File: config.mk
export PLATFORM = sky130hd
export DESIGN_NAME = audio_two_source_channel_muxer_top
export DESIGN_NICKNAME = d
export VERILOG_FILES = /design/src/design/atscm_pkg.sv /design/src/design/audio_two_source_channel_muxer_top.sv /design/src/design/atscm_lane.sv /design/src/design/atscm_mono.sv
export SDC_FILE = /design/constraint.sdc
export NUM_CORES = 1
export LEC_CHECK = 0
export ABC_CLOCK_PERIOD_IN_PS = 17470
export BUFFER_PORTS_ARGS = -buffer_cell sky130_fd_sc_hd__buf_4
export CAP_MARGIN = 20
export CELL_PAD_IN_SITES_DETAIL_PLACEMENT = 1
export CELL_PAD_IN_SITES_GLOBAL_PLACEMENT = 1
export CORE_MARGIN = 8
export CORE_UTILIZATION = 30
export DETAILED_ROUTE_END_ITERATION = 12
export PLACE_DENSITY_LB_ADDON = 0.3
export SYNTH_ARGS = -nofsm -noshare
export SYNTH_HDL_FRONTEND = slang
export SYNTH_SLANG_ARGS = --single-unit
File: constraint.sdc
create_clock -name clk -period 17.47 [get_ports clk]
set_input_delay 1.747 -clock clk [delete_from_list [all_inputs] [get_ports clk]]
set_output_delay 1.747 -clock clk [all_outputs]
set_load 0.005 [all_outputs]
File: src/design/atscm_pkg.sv
package atscm_pkg;

  localparam int MAX_CHANNELS = 4;
  localparam int LANES        = 4;
  localparam int SAMPLE_W     = 16;
  localparam int LABEL_W      = 8;
  localparam int LABELS_W     = LANES * LABEL_W;
  localparam int CNT_W        = 3;
  localparam int IDX_W        = $clog2(LANES);
  localparam int CFG_IDX_W    = 3;
  localparam int CFG_DATA_W   = 32;
  // four 16-bit samples summed need two more bits
  localparam int SUM_W        = SAMPLE_W + 2;

  localparam logic [CNT_W-1:0] CNT_LIM =
    CNT_W'((MAX_CHANNELS < LANES) ? MAX_CHANNELS : LANES);

  // floor(n/3) == (n * RECIP3) >> RECIP3_SH for every n below 2^19
  localparam logic [SUM_W-1:0] RECIP3    = SUM_W'(174763);
  localparam int               RECIP3_SH = 19;

  typedef enum logic [CFG_IDX_W-1:0] {
    CFG_OUT_LABELS   = 3'd0,
    CFG_SRC1_LABELS  = 3'd1,
    CFG_SRC2_LABELS  = 3'd2,
    CFG_OUT_COUNT    = 3'd3,
    CFG_SRC1_COUNT   = 3'd4,
    CFG_SRC2_COUNT   = 3'd5,
    CFG_CENTER_LABEL = 3'd6
  } cfg_idx_t;

  typedef logic [SAMPLE_W-1:0]            sample_t;
  typedef logic [LANES-1:0][SAMPLE_W-1:0] frame_t;

  // label map of one source with its effective channel count
  typedef struct packed {
    logic [LABELS_W-1:0] labels;
    logic [CNT_W-1:0]    cnt;
  } src_map_t;

  function automatic logic [CNT_W-1:0] eff_count(input logic [CNT_W-1:0] c);
    if (c == '0) begin
      return CNT_W'(1);
    end else if (c > CNT_LIM) begin
      return CNT_LIM;
    end else begin
      return c;
    end
  endfunction

endpackage

File: src/design/audio_two_source_channel_muxer_top.sv
// Two-source audio channel muxer.
// Input channel: one beat carries a frame of four signed 16-bit samples from
// each source (in_a_ch*, in_b_ch*). Output channel: one beat carries four
// output samples (out_o_ch*). Each output lane looks up its label in both
// source label maps in parallel; source 2 wins over source 1, unmatched and
// unused lanes give zero. With one output channel, lane 0 carries the
// average of source 2's channels, truncated toward zero.
// Throughput: one beat per cycle while out_stall is low, set by the
// two-register pipeline (lane match stage, then merge/output register).
// An accepted beat is registered in the match stage, then in the output
// register, which drives the output.
// Stall: out_stall holds the output register; the match stage still fills,
// and in_stall rises only when both stages hold data.
// Config: cfg_ready is always high; write only while the block is idle.
// Reset (rst_n low, synchronous): pipeline empties, label maps clear to 0,
// counts go to 1 and the center label to 0.
module audio_two_source_channel_muxer_top (
  input  logic                                clk,
  input  logic                                rst_n,
  input  logic                                cfg_valid,
  output logic                                cfg_ready,
  input  logic [atscm_pkg::CFG_IDX_W-1:0]     cfg_index,
  input  logic [atscm_pkg::CFG_DATA_W-1:0]    cfg_data,
  input  logic                                in_valid,
  output logic                                in_stall,
  input  logic signed [15:0]                  in_a_ch0,
  input  logic signed [15:0]                  in_a_ch1,
  input  logic signed [15:0]                  in_a_ch2,
  input  logic signed [15:0]                  in_a_ch3,
  input  logic signed [15:0]                  in_b_ch0,
  input  logic signed [15:0]                  in_b_ch1,
  input  logic signed [15:0]                  in_b_ch2,
  input  logic signed [15:0]                  in_b_ch3,
  output logic                                out_valid,
  input  logic                                out_stall,
  output logic signed [15:0]                  out_o_ch0,
  output logic signed [15:0]                  out_o_ch1,
  output logic signed [15:0]                  out_o_ch2,
  output logic signed [15:0]                  out_o_ch3
);

  logic [atscm_pkg::LABELS_W-1:0] out_labels_r;
  logic [atscm_pkg::LABELS_W-1:0] src1_labels_r;
  logic [atscm_pkg::LABELS_W-1:0] src2_labels_r;
  logic [atscm_pkg::CNT_W-1:0]    out_count_r;
  logic [atscm_pkg::CNT_W-1:0]    src1_count_r;
  logic [atscm_pkg::CNT_W-1:0]    src2_count_r;
  logic [atscm_pkg::LABEL_W-1:0]  center_label_r;

  assign cfg_ready = 1'b1;

  always_ff @(posedge clk) begin
    if (!rst_n) begin
      out_labels_r   <= '0;
      src1_labels_r  <= '0;
      src2_labels_r  <= '0;
      out_count_r    <= atscm_pkg::CNT_W'(1);
      src1_count_r   <= atscm_pkg::CNT_W'(1);
      src2_count_r   <= atscm_pkg::CNT_W'(1);
      center_label_r <= '0;
    end else if (cfg_valid && cfg_ready) begin
      case (atscm_pkg::cfg_idx_t'(cfg_index))
        atscm_pkg::CFG_OUT_LABELS:   out_labels_r   <= cfg_data;
        atscm_pkg::CFG_SRC1_LABELS:  src1_labels_r  <= cfg_data;
        atscm_pkg::CFG_SRC2_LABELS:  src2_labels_r  <= cfg_data;
        atscm_pkg::CFG_OUT_COUNT:    out_count_r    <= cfg_data[atscm_pkg::CNT_W-1:0];
        atscm_pkg::CFG_SRC1_COUNT:   src1_count_r   <= cfg_data[atscm_pkg::CNT_W-1:0];
        atscm_pkg::CFG_SRC2_COUNT:   src2_count_r   <= cfg_data[atscm_pkg::CNT_W-1:0];
        atscm_pkg::CFG_CENTER_LABEL: center_label_r <= cfg_data[atscm_pkg::LABEL_W-1:0];
        default: ;
      endcase
    end
  end

  logic [atscm_pkg::CNT_W-1:0] oc;
  atscm_pkg::src_map_t         map1;
  atscm_pkg::src_map_t         map2;
  atscm_pkg::frame_t           a_frame;
  atscm_pkg::frame_t           b_frame;
  atscm_pkg::frame_t           lane_o;

  assign oc          = atscm_pkg::eff_count(out_count_r);
  assign map1.labels = src1_labels_r;
  assign map1.cnt    = atscm_pkg::eff_count(src1_count_r);
  assign map2.labels = src2_labels_r;
  assign map2.cnt    = atscm_pkg::eff_count(src2_count_r);
  assign a_frame     = {in_a_ch3, in_a_ch2, in_a_ch1, in_a_ch0};
  assign b_frame     = {in_b_ch3, in_b_ch2, in_b_ch1, in_b_ch0};

  // pipeline control
  logic s1_valid_r;
  logic s1_valid_nxt;
  logic out_valid_r;
  logic out_valid_nxt;
  logic s1_adv;
  logic s2_adv;
  logic in_acc;
  logic s1_ld;

  assign s2_adv   = !out_valid_r || !out_stall;
  assign s1_adv   = !s1_valid_r || s2_adv;
  assign in_stall = !s1_adv;
  assign in_acc   = in_valid && s1_adv;
  assign s1_ld    = s1_valid_r && s2_adv;

  always_comb begin
    s1_valid_nxt  = s1_adv ? in_valid : s1_valid_r;
    out_valid_nxt = s2_adv ? s1_valid_r : out_valid_r;
  end

  always_ff @(posedge clk) begin
    if (!rst_n) begin
      s1_valid_r  <= 1'b0;
      out_valid_r <= 1'b0;
    end else begin
      s1_valid_r  <= s1_valid_nxt;
      out_valid_r <= out_valid_nxt;
    end
  end

  for (genvar k = 0; k < atscm_pkg::LANES; k++) begin : g_lane
    atscm_lane u_lane (
      .src1      (map1),
      .src2      (map2),
      .center    (center_label_r),
      .out_label (out_labels_r[k*atscm_pkg::LABEL_W +: atscm_pkg::LABEL_W]),
      .lane_en   (atscm_pkg::CNT_W'(k) < oc),
      .a         (a_frame),
      .b         (b_frame),
      .o         (lane_o[k])
    );
  end

  atscm_pkg::sample_t mono_avg;

  atscm_mono u_mono (
    .clk (clk),
    .ld  (in_acc),
    .b   (b_frame),
    .c2  (map2.cnt),
    .avg (mono_avg)
  );

  atscm_pkg::frame_t s1_lane_r;
  logic              s1_mono_r;

  always_ff @(posedge clk) begin
    if (in_acc) begin
      s1_lane_r <= lane_o;
      s1_mono_r <= (oc == atscm_pkg::CNT_W'(1));
    end
  end

  // merge: mono average replaces the lanes when one output channel is used
  atscm_pkg::frame_t merged;
  atscm_pkg::frame_t out_frame_r;

  always_comb begin
    merged = s1_lane_r;
    if (s1_mono_r) begin
      merged    = '0;
      merged[0] = mono_avg;
    end
  end

  always_ff @(posedge clk) begin
    if (s1_ld) begin
      out_frame_r <= merged;
    end
  end

  assign out_valid = out_valid_r;
  assign out_o_ch0 = out_frame_r[0];
  assign out_o_ch1 = out_frame_r[1];
  assign out_o_ch2 = out_frame_r[2];
  assign out_o_ch3 = out_frame_r[3];

`ifndef NO_ASSERTIONS
  a_stall_only_when_full: assert property (@(posedge clk) disable iff (!rst_n)
    in_stall |-> (s1_valid_r && out_valid_r))
    else $error("input stalled with a free pipeline slot");

  a_accept_fills_s1: assert property (@(posedge clk) disable iff (!rst_n)
    (in_valid && !in_stall) |=> s1_valid_r)
    else $error("accepted beat lost in match stage");

  a_s1_moves_out: assert property (@(posedge clk) disable iff (!rst_n)
    s1_ld |=> out_valid_r)
    else $error("match stage advanced without filling output");

  a_mono_zero_lanes: assert property (@(posedge clk) disable iff (!rst_n)
    (s1_ld && s1_mono_r) |=> (out_o_ch1 == '0 && out_o_ch2 == '0 && out_o_ch3 == '0))
    else $error("mono frame has nonzero upper lanes");
`endif

endmodule

File: src/design/atscm_lane.sv
module atscm_lane (
  input  atscm_pkg::src_map_t                src1,
  input  atscm_pkg::src_map_t                src2,
  input  logic [atscm_pkg::LABEL_W-1:0]      center,
  input  logic [atscm_pkg::LABEL_W-1:0]      out_label,
  input  logic                               lane_en,
  input  atscm_pkg::frame_t                  a,
  input  atscm_pkg::frame_t                  b,
  output atscm_pkg::sample_t                 o
);

  typedef struct packed {
    logic                         hit;
    logic [atscm_pkg::IDX_W-1:0]  idx;
  } match_t;

  // lowest source channel whose label equals the target; a single
  // front-center channel matches every lane
  function automatic match_t find_src(input atscm_pkg::src_map_t m,
                                      input logic [atscm_pkg::LABEL_W-1:0] ctr,
                                      input logic [atscm_pkg::LABEL_W-1:0] tgt);
    match_t r;
    r = '0;
    for (int j = atscm_pkg::LANES - 1; j >= 0; j--) begin
      if ((atscm_pkg::CNT_W'(j) < m.cnt) &&
          (m.labels[j*atscm_pkg::LABEL_W +: atscm_pkg::LABEL_W] == tgt)) begin
        r.hit = 1'b1;
        r.idx = atscm_pkg::IDX_W'(j);
      end
    end
    if ((m.cnt == atscm_pkg::CNT_W'(1)) &&
        (m.labels[atscm_pkg::LABEL_W-1:0] == ctr)) begin
      r.hit = 1'b1;
      r.idx = '0;
    end
    return r;
  endfunction

  match_t m1;
  match_t m2;

  always_comb begin
    m1 = find_src(src1, center, out_label);
    m2 = find_src(src2, center, out_label);
    o  = '0;
    if (lane_en) begin
      if (m2.hit) begin
        o = b[m2.idx];
      end else if (m1.hit) begin
        o = a[m1.idx];
      end
    end
  end

endmodule

File: src/design/atscm_mono.sv
module atscm_mono (
  input  logic                           clk,
  input  logic                           ld,
  input  atscm_pkg::frame_t              b,
  input  logic [atscm_pkg::CNT_W-1:0]    c2,
  output atscm_pkg::sample_t             avg
);

  logic signed [atscm_pkg::SUM_W-1:0]   sum_nxt;
  logic signed [atscm_pkg::SUM_W-1:0]   sum_r;
  logic [atscm_pkg::CNT_W-1:0]          c2_r;
  logic [atscm_pkg::SUM_W-1:0]          mag;
  logic [2*atscm_pkg::SUM_W-1:0]        prod;
  logic [atscm_pkg::SUM_W-1:0]          qmag;
  logic [atscm_pkg::SUM_W-1:0]          q;

  always_comb begin
    sum_nxt = '0;
    for (int k = 0; k < atscm_pkg::LANES; k++) begin
      if (atscm_pkg::CNT_W'(k) < c2) begin
        sum_nxt = sum_nxt + atscm_pkg::SUM_W'($signed(b[k]));
      end
    end
  end

  always_ff @(posedge clk) begin
    if (ld) begin
      sum_r <= sum_nxt;
      c2_r  <= c2;
    end
  end

  // truncate toward zero: divide the magnitude, then restore the sign
  always_comb begin
    mag  = sum_r[atscm_pkg::SUM_W-1] ? atscm_pkg::SUM_W'(-sum_r) : sum_r;
    prod = mag * atscm_pkg::RECIP3;
    case (c2_r)
      3'd2:    qmag = mag >> 1;
      3'd3:    qmag = atscm_pkg::SUM_W'(prod >> atscm_pkg::RECIP3_SH);
      3'd4:    qmag = mag >> 2;
      default: qmag = mag;
    endcase
    q   = sum_r[atscm_pkg::SUM_W-1] ? atscm_pkg::SUM_W'(-qmag) : qmag;
    avg = q[atscm_pkg::SAMPLE_W-1:0];
  end

endmodule
==> results.md <==
* Via count at 23245
* Initial core utilization at 0.303
* Min Tclk post-route at 9.13 ns
* Clk buf depth at 3
* CP arrival at 9.50 ns
* FF-to-FF End: out_o_ch0[12]$_DFFE_PP_
* NetSw at 3840 uW
* Max-Cap Viols at 0
* Share of post-route cells with drive strength above 1 at 0.159
* Num rows at 111
* DR iter-0 viols at 1441
* DRC Markers at 0
* Synthesized area at 27700 sq um
* Largest net degree at the start of global routing at 116
* Clock share of power at 0.091
* Commonest cells in the netlist: nand2_1 (392), inv_1 (287), xnor2_1 (223), clkbuf_1 (208), ha_1 (200)
* Final Hold Viols at 0
* Switching share of power at 0.542
* Setup TNS Final at 0 ns
* Top-count cell post-synth: nand2_1
* Top_reg_cell synth: edfxtp_1
* Drt wl/cell at 22.9 um
* Pint at 3240 uW
* Detail-routed via count per cell at 5.20
* Total Routing Usage GR at 0.193
* Yosys warns at 0
* Worst hold endpoint: out_count_r[0]$_SDFFE_PN1P_
* P&R area growth vs syn at 13.6%
* Post-synth EDFFs at 150
* HPWL Detailed at 80500 um
* Clk slew on worst S/H paths at 0.07 ns
* Combinational fraction of design power at 0.801
* Ports at 235
* Total Nets Final at 3723
* Core box area at 91700 sq um
* Overflow after GRT at 0
* Post-CTS Setup Bufs at 0
* # hold bufs at CTS at 0
* Vias in the first global route at 24208
* Wirelength, routed at 103000 um
* Register bit count reported by yosys at 265
* Status: complete, no violations
* Slew @ Worst Pin at 1.13 ns
* CP Launch Type: flop
* Final ANT Viol Nets at 0
* Initial antenna violation count at 29
* Skew-Pair Late Insertion Delay at 0.62 ns
* Core Util, Final at 0.344
* Cell Pwr Density at 225 nW/um^2
* Slew Viols, Final at 0
* RSZ-0062 raised after global routing: false
* Leading area contributor after synthesis: edfxtp_1
* Leakage at 0.0130 uW
* Period utilization at 0.523
* Required @ worst endpoint at 17.83 ns
* Die area at 102000 sq um
* Maximum VDD drop at 0.360 mV
* Setup violators final at 0
* Critical Path Fanout Max at 10
* R2R cell count at 26
* H-tree depth at 1
* Setup slack, reg-to-reg at 8.34 ns
* WS Path Type: flop to flop
* CTS tree: yes
* Sink Count at 265
* # resized after CTS at 0
* Synth top area share at 0.162
* Clock root cell: clkbuf_16
* Final Wtd Congestion at 0.933
* Worst r2r src: u_mono.sum_r[0]$_DFFE_PP_
* Num CTS Buffers at 30
* Die W at 320 um
* IO Port Bufs at 233
* DRT Pass-1 Iters at 5
* Max frequency at 109 MHz
* Cell variety after synth at 82
* Post-synth ARST share at 0
* Headroom to the max-slew limit at 0.243
* Min-delay src: out_count_r[0]$_SDFFE_PN1P_
* Crit path capture type: flop
* Synth Instances at 3175
* Hold/Removal Path Class: flop to flop
* Mapped Nets at 3654
* First-pass GRT wire length at 154000 um
* Clock skew at 0.0326 ns
* Share of power burned in registers at 0.108
* Syn_area_per_cell at 8.74 sq um
* Die Ht at 320 um
* Area contributors post-synth: edfxtp_1 (16%), ha_1 (9.0%), dfxtp_1 (8.3%)
* Register area share after synthesis at 0.245
* Cells on Worst Hold Path at 2
[cells in the final DEF, fill, tap and decap left out, types with 28 or more instances in the layout]
master     synthesis  final
fa_1             111    111
mux2_2           138    138
nand2_1          392    391
nor2b_1           96     95
nor2_1           121    115
nor4_1            29     29
a21boi_0         107    106
nand3_1           38     38
clkbuf_16          0     31
a22oi_1           50     50
o21ai_0          169    169
inv_1            287    287
a21oi_1           96     94
edfxtp_1         150    150
mux2i_1          123    123
ha_1             200    200
xor2_1           134    134
nand4_1           46     46
xnor2_1          223    223
buf_4              1    270
dfxtp_1          115    115
nor3_1            33     28
a21o_1            34     34
[routing by layer]
| layer | global-route usage | routed length, um | up-vias |
|---|---|---|---|
| met5 | 0 | 99 | - |
| met4 | 0.0445 | 2040 | 14 |
| met2 | 0.327 | 48900 | 525 |
| li1 | - | - | 11042 |
| met1 | 0.245 | 44700 | 11537 |
| met3 | 0.0484 | 6840 | 127 |
[stage by stage]
step           setup slack [ns]  area, sq um  hold WS, ns  std cells  total power, uW
5_1_grt                    7.99        31500        0.505       4459             7840
3_3_place_gp               8.67        30500        0.465       4397             6370
3_5_place_dp               8.42        30500        0.476       4397             6410
6_report                   8.34        31500        0.484       4470             7090
4_1_cts                    8.39        31400        0.492       4450             7100
2_1_floorplan              9.38        27700        0.445       3175             4840
[registers in the layout, indices dropped and copies added, names as in the netlist]
signal / cells
out_o_ch3: 16
center_label_r: 8
u_mono.c2_r: 3
out_count_r: 3
src2_labels_r: 32
src1_labels_r: 32
src1_count_r: 3
out_o_ch2: 16
s1_mono_r: 1
out_o_ch1: 16
s1_valid_r: 1
out_valid: 1
s1_lane_r: 64
out_o_ch0: 16
out_labels_r: 32
src2_count_r: 3
u_mono.sum_r: 18
[layout make-up]
cell class,count,area [sq um]
Fill cell,10778,60200
Multi-Input combinational cell,2386,19100
Sequential cell,265,6810
Timing Repair Buffer,271,2050
Tap cell,1186,1480
Inverter,290,1090
Clock buffer,39,847
Clock inverter,14,111
Antenna cell,19,47.5
[power by group through the flow]
stage	logic, uW	clock network, uW	registers [uW]
5_1_grt	6390	681	770
2_1_floorplan	4090	0	757
4_1_cts	5680	659	767
3_5_place_dp	5630	0	781
3_3_place_gp	5590	0	779
6_report	5680	642	767
[worst max-delay path: stages, from the launching register on]
cell and delay [ns]:
edfxtp_1 0.58, or3_1 0.47, or4_4 0.55, or4b_2 0.80, inv_1 0.25, ha_1 0.31, ha_1 0.29, inv_1 0.05
fa_1 0.49, inv_1 0.05, fa_1 0.46, fa_1 0.54, inv_1 0.05, fa_1 0.53, inv_1 0.04, ha_1 0.41
nand4_1 0.22, nor4_1 0.31, o211ai_1 0.28, a21boi_0 0.37, nor2_1 0.11, xnor2_1 0.15, a221oi_2 0.62, nand2_1 0.13
o41ai_1 0.44, xor2_1 0.11, mux2_2 0.28
[cells by family after synthesis]
logic type / count (synthesis) / synth area share
fa+ha+maj: 311 / 0.170
simple gates: 830 / 0.141
flops: 265 / 0.245
compound gates: 609 / 0.145
xor+xnor: 357 / 0.113
other cells: 1 / 0.000135
mux: 278 / 0.114
buf+inv: 524 / 0.0714
[worst max path at each step]
stage | start | endpoint | slack (ns) | cells past startpoint
6_report | u_mono.sum_r[0]$_DFFE_PP_ | out_o_ch0[12]$_DFFE_PP_ | 8.34 | 26
5_1_grt | u_mono.sum_r[0]$_DFFE_PP_ | out_o_ch0[15]$_DFFE_PP_ | 7.99 | 27
4_1_cts | u_mono.sum_r[0]$_DFFE_PP_ | out_o_ch0[14]$_DFFE_PP_ | 8.39 | 26
3_5_place_dp | u_mono.sum_r[0]$_DFFE_PP_ | out_o_ch0[14]$_DFFE_PP_ | 8.42 | 26
3_3_place_gp | u_mono.sum_r[0]$_DFFE_PP_ | out_o_ch0[14]$_DFFE_PP_ | 8.67 | 26
2_1_floorplan | u_mono.sum_r[0]$_DFFE_PP_ | out_o_ch0[12]$_DFFE_PP_ | 9.38 | 27
Power figures use the tool's default switching activity.
